**config.mk**
```make
export PLATFORM = sky130hd
export DESIGN_NAME = l1vl2_ram
export DESIGN_NICKNAME = d
export VERILOG_FILES = /design/src/rtl/assert_macros.svh /design/src/rtl/l1vl2_ram.sv
export SDC_FILE = /design/constraint.sdc
export NUM_CORES = 1
export LEC_CHECK = 0
export BUFFER_PORTS_ARGS = -buffer_cell sky130_fd_sc_hd__buf_2
export CAP_MARGIN = 5
export CELL_PAD_IN_SITES_DETAIL_PLACEMENT = 2
export CELL_PAD_IN_SITES_GLOBAL_PLACEMENT = 2
export CORE_ASPECT_RATIO = 1.4
export CORE_MARGIN = 2
export CORE_UTILIZATION = 40
export CTS_CLUSTER_DIAMETER = 120
export DETAILED_ROUTE_END_ITERATION = 10
export MAX_ROUTING_LAYER = met4
export PLACE_DENSITY = 0.64
export SYNTH_ARGS = -nofsm -noshare
export SYNTH_HDL_FRONTEND = slang
export SYNTH_SLANG_ARGS = --single-unit
```
**constraint.sdc**
```tcl
create_clock -name clk -period 4.5 [get_ports clk]
set_input_delay 0.225 -clock clk [delete_from_list [all_inputs] [get_ports clk]]
set_output_delay 0.225 -clock clk [all_outputs]
set_load 0.005 [all_outputs]
```
**src/rtl/assert_macros.svh**
```systemverilog
// Assertion helpers for the cache lookup RTL.
`ifndef ASSERT_MACROS_SVH
`define ASSERT_MACROS_SVH

// Check a property on every rising clock edge, held off while in reset.
`define ASSERT_CLK(label, clk, rst_n, prop, msg) \
    label: assert property (@(posedge clk) disable iff (!rst_n) prop) else $error(msg);

// Check a property on every rising clock edge, reset included.
`define ASSERT_ALWAYS(label, clk, prop, msg) \
    label: assert property (@(posedge clk) prop) else $error(msg);

`endif

```
**src/rtl/l1vl2_ram.sv**
```systemverilog
module l1vl2_ram #(
    parameter int WIDTH = 8,
    parameter int DEPTH = 16
) (
    input  logic                     clk,
    input  logic                     we,
    input  logic [$clog2(DEPTH)-1:0] waddr,
    input  logic [WIDTH-1:0]         wdata,
    input  logic [$clog2(DEPTH)-1:0] raddr,
    output logic [WIDTH-1:0]         rdata
);
    logic [WIDTH-1:0] mem [DEPTH];

    always_ff @(posedge clk)
    begin
        if (we)
        begin
            mem[waddr] <= wdata;
        end
        rdata <= mem[raddr];
    end
endmodule

```
# Yosys cells after proc, flatten, opt, wreduce, memory -nomap -nowiden
# Memories as Yosys holds them, arrays and structs flattened. A register that Yosys moved wholly into a read port is not among the register bits.
# Index checks and enable logic that the tools add are counted.
# op_classes
n_mux	2
# ops
op	n
2-to-1 mux 1 bit	2
# word_totals
regBits	0
ram_bits	128
input_bits	18
out_inout_bits	8
elab_cells	3
memories	1
# mem_list
name	words	word_bits	rd	rd_ports_with_merged_regs	write_ports	line_no	rtl
mem	16	8	1	1	1	l1vl2_ram.sv:12	logic [WIDTH-1:0] mem [DEPTH];

# Depth between registers and ports, before layout
# depth
ltp_word	2
ltp_mapped	5
depth_no_buf	3

# Least setup slack after synthesis
# Ideal clock, no wire load.
# synth_timing
kind	input-to-reg
start	input port waddr[2]
end	memory mem[0][0], enable pin
setup_ns	0.383
arrival_ns	1.335
required_time_ns	4.117
path_slack_ns	2.782
stages	2
n_path_buf	0
cell_sequence	or3b_2 -> nor3_1
# synth_lines
item	line_no	rtl
start, declared	l1vl2_ram.sv:7	input logic [$clog2(DEPTH)-1:0] waddr,
end, declared	l1vl2_ram.sv:12	
# No word-level cell before the write port.

==> reports/metrics.csv <==
metric,value,unit
status,completed,
dpl hpwl,7.461,mm
CTS sink count,136,
Power per Cell Area,488.7,nW/um^2
Yosys reg bits,136,
GR Util All Layers,19.86,%
via count,2413,
Skew-Pair Late Insertion Delay,0.42,ns
post-route clock period utilization,40.01,%
met2 Use GR,31.79,%
endpoints failing setup,0,
post-synthesis cell area,5147,um^2
wire length per cell,28.25,um
ys async rst share,0,%
initial antenna violation count,0,
gr busiest metal,met2,
area share of and/or/nand/nor cells after synthesis,3.184,%
Cell Rows,49,
Post-route DRC,0,
final critical-path required period,1.800,ns
Post-CTS Hold Fix Bufs,0,
post-synthesis cell type count,19,
Fillers,1127,
M1 GR Usage,25.33,%
DIE WIDTH,99.88,um
Startpoint Class,primary input,
RSZ-0062 raised after global routing,no,
CTS tree,yes,
Logic pwr share,4.5,%
Synth Area in Compound Gates,2.333,%
cell count after synthesis,229,
Total Wirelength,12.23,mm
endpoints failing hold,0,
Final Max Tran Viols,0,
Pint,2.330,mW
Max clock buf depth,2,
adder-cell share of the synthesized area,0,%
largest family of logic cells by synthesized area,multiplexers,
Max VDD drop,255.4,uV
Switch Pwr,592.9,uW
Avg Inst Size Synth,22.48,um^2
leakage,1.995,nW
vias in the first global route,2714,
Hold Crit Class,in2reg,
area of the core,12690,um^2
Final Power,2.923,mW
Hold WS,0.2010,ns
fraction of layout cells with a size suffix above 1,26.79,%
post-synthesis mux area share,15.02,%
sequential fraction of the synthesis area,77.78,%
"EDFF count, synth",128,
Root Driver,clkbuf_16,
Final Wtd Congestion,0.6994,
H-tree lvl count,4,
largest net degree at the start of global routing,33,
CP arrival,2.09,ns
"slowest stage delay, CP",0.69,ns
crit-path max FO,26,
global-route wire length before repair,18.35,mm
maxcap violations,0,
Clock power frac,46.7,%
Slew @ Worst Pin,1.065,ns
IO Count,26,
1st-iter DRT viols,130,
setup_tns,0,ns
sequential share of power,48.8,%
clock buffer count from CTS,17,
Synth Net Count,247,
Max Freq,0.5555,GHz
Critical Path RT,4.79,ns
initial core utilization,40.56,%
Layout area overhead,16.19,%
Worst Setup End Kind,register,
vias per inst,5.573,
first-pass iteration count of the detailed router,4,
Chip Height,138.2,um
Worst-path clk slew,0.06,ns
crit path max-delay cell type,buf_2,
CTS resizes,0,
Post CTS Setup Buffer Count,0,
top_reg_cell synth,edfxtp_1,
Final ANT Viol Nets,0,
total grt overflow,0,
Worst Setup Path Type,in2reg,
nets,285,
met3 Track Usage GR,4.146,%
warnings from Yosys,0,
Sw Ratio,20.29,%
cell breakdown of the critical path,buf_2 > buf_4 > mux4_2 > a22oi_1 > nand2_1,
antenna fix cells,0,
skew final,0.008444,ns
IO buf count,25,
Die ar.,13810,um^2
Rel. slew slack,28.71,%
XOR/XNOR share of the synthesized area,0,%
-- synthesized netlist by cell type, types with 2 or more instances --
cell             count  area share [%]
nor3_1               4            0.39
edfxtp_1           128              75
mux4_1              14             7.1
nand2_1              9            0.66
buf_2                3            0.29
clkdlybuf4s25_2      3            0.58
buf_6                3            0.66
dfxtp_1              8             3.1
nand2b_1             2            0.24
nand3b_1             2            0.29
nor2_1              13            0.95
mux4_2              18             7.9
a22oi_1             16             2.3
-- per-layer routing --
layer / wire [um] / up-vias
met2: 6520 / 49
met5: 0 / -
met4: 196 / 0
li1: - / 1050
met1: 5209 / 1300
met3: 307 / 14
-- worst max-delay path: cells and delay by family --
kind	cells	cell delay, ns
multiplexers	1	0.53
AND/OR/NAND/NOR	1	0.09
AO/OA/AOI/OAI	1	0.21
buffers and inverters	2	1.03
-- cells in the final DEF (no fill, tap or decap), types with 4 or more instances in the layout --
master and count:
edfxtp_1 128, clkbuf_1 4, nand2_1 9, dfxtp_1 8
clkinv_2 5, mux4_2 18, mux4_1 14, a22oi_1 16
clkbuf_16 17, buf_2 26, nor2_1 13
-- metrics by stage --
stage / cell area, um^2 / setup slack (ns) / cells / util [%]
floorplan: 5147 / 2.782 / 229 / -
global placement: 5405 / 2.188 / 400 / 42.59
detailed placement: 5405 / 2.188 / 400 / 42.59
CTS: 5976 / 2.638 / 432 / 47.09
global route: 5981 / 2.538 / 433 / 47.13
finish: 5981 / 2.700 / 433 / 47.13
-- cell families after synthesis --
family | after synthesis
AOI/OAI and AO/OA | 16
buffers and inverters | 10
DFF | 136
and+or+nand+nor | 35
muxes | 32
-- power groups by stage --
stage	Sequential (mW)	Combinational (mW)	Clock (mW)
CTS	1.43	0.133	1.39
detailed placement	1.45	0.131	0
finish	1.43	0.130	1.37
floorplan	1.45	0.0719	0
global placement	1.45	0.126	0
global route	1.43	0.144	1.44
-- registers in the layout (all words and copies together), names as in the netlist --
signal and count:
mem 128, rdata 8
-- worst paths after layout --
kind | from | endpoint | slack (ns) | cells past startpoint
max reg2reg | mem[1][5] | rdata[5] | 3.06 | 3
min reg2reg | mem[15][0] | rdata[0] | 0.68 | 3
max | raddr[0] | rdata[4] | 2.70 | 5
min | wdata[6] | mem[6][6] | 0.20 | 1
-- cell type report --
cell class / instances / area, um^2 / area share, %
clock buffers: 21 / 440.4 / 7.364
clock inverters: 11 / 130.1 / 2.176
multi-input cells: 83 / 1062 / 17.76
flip-flops and latches: 136 / 4004 / 66.95
well taps: 153 / 191.4 / 3.201
repair buffers: 29 / 152.6 / 2.552
(Power assumes the default switching activity.)
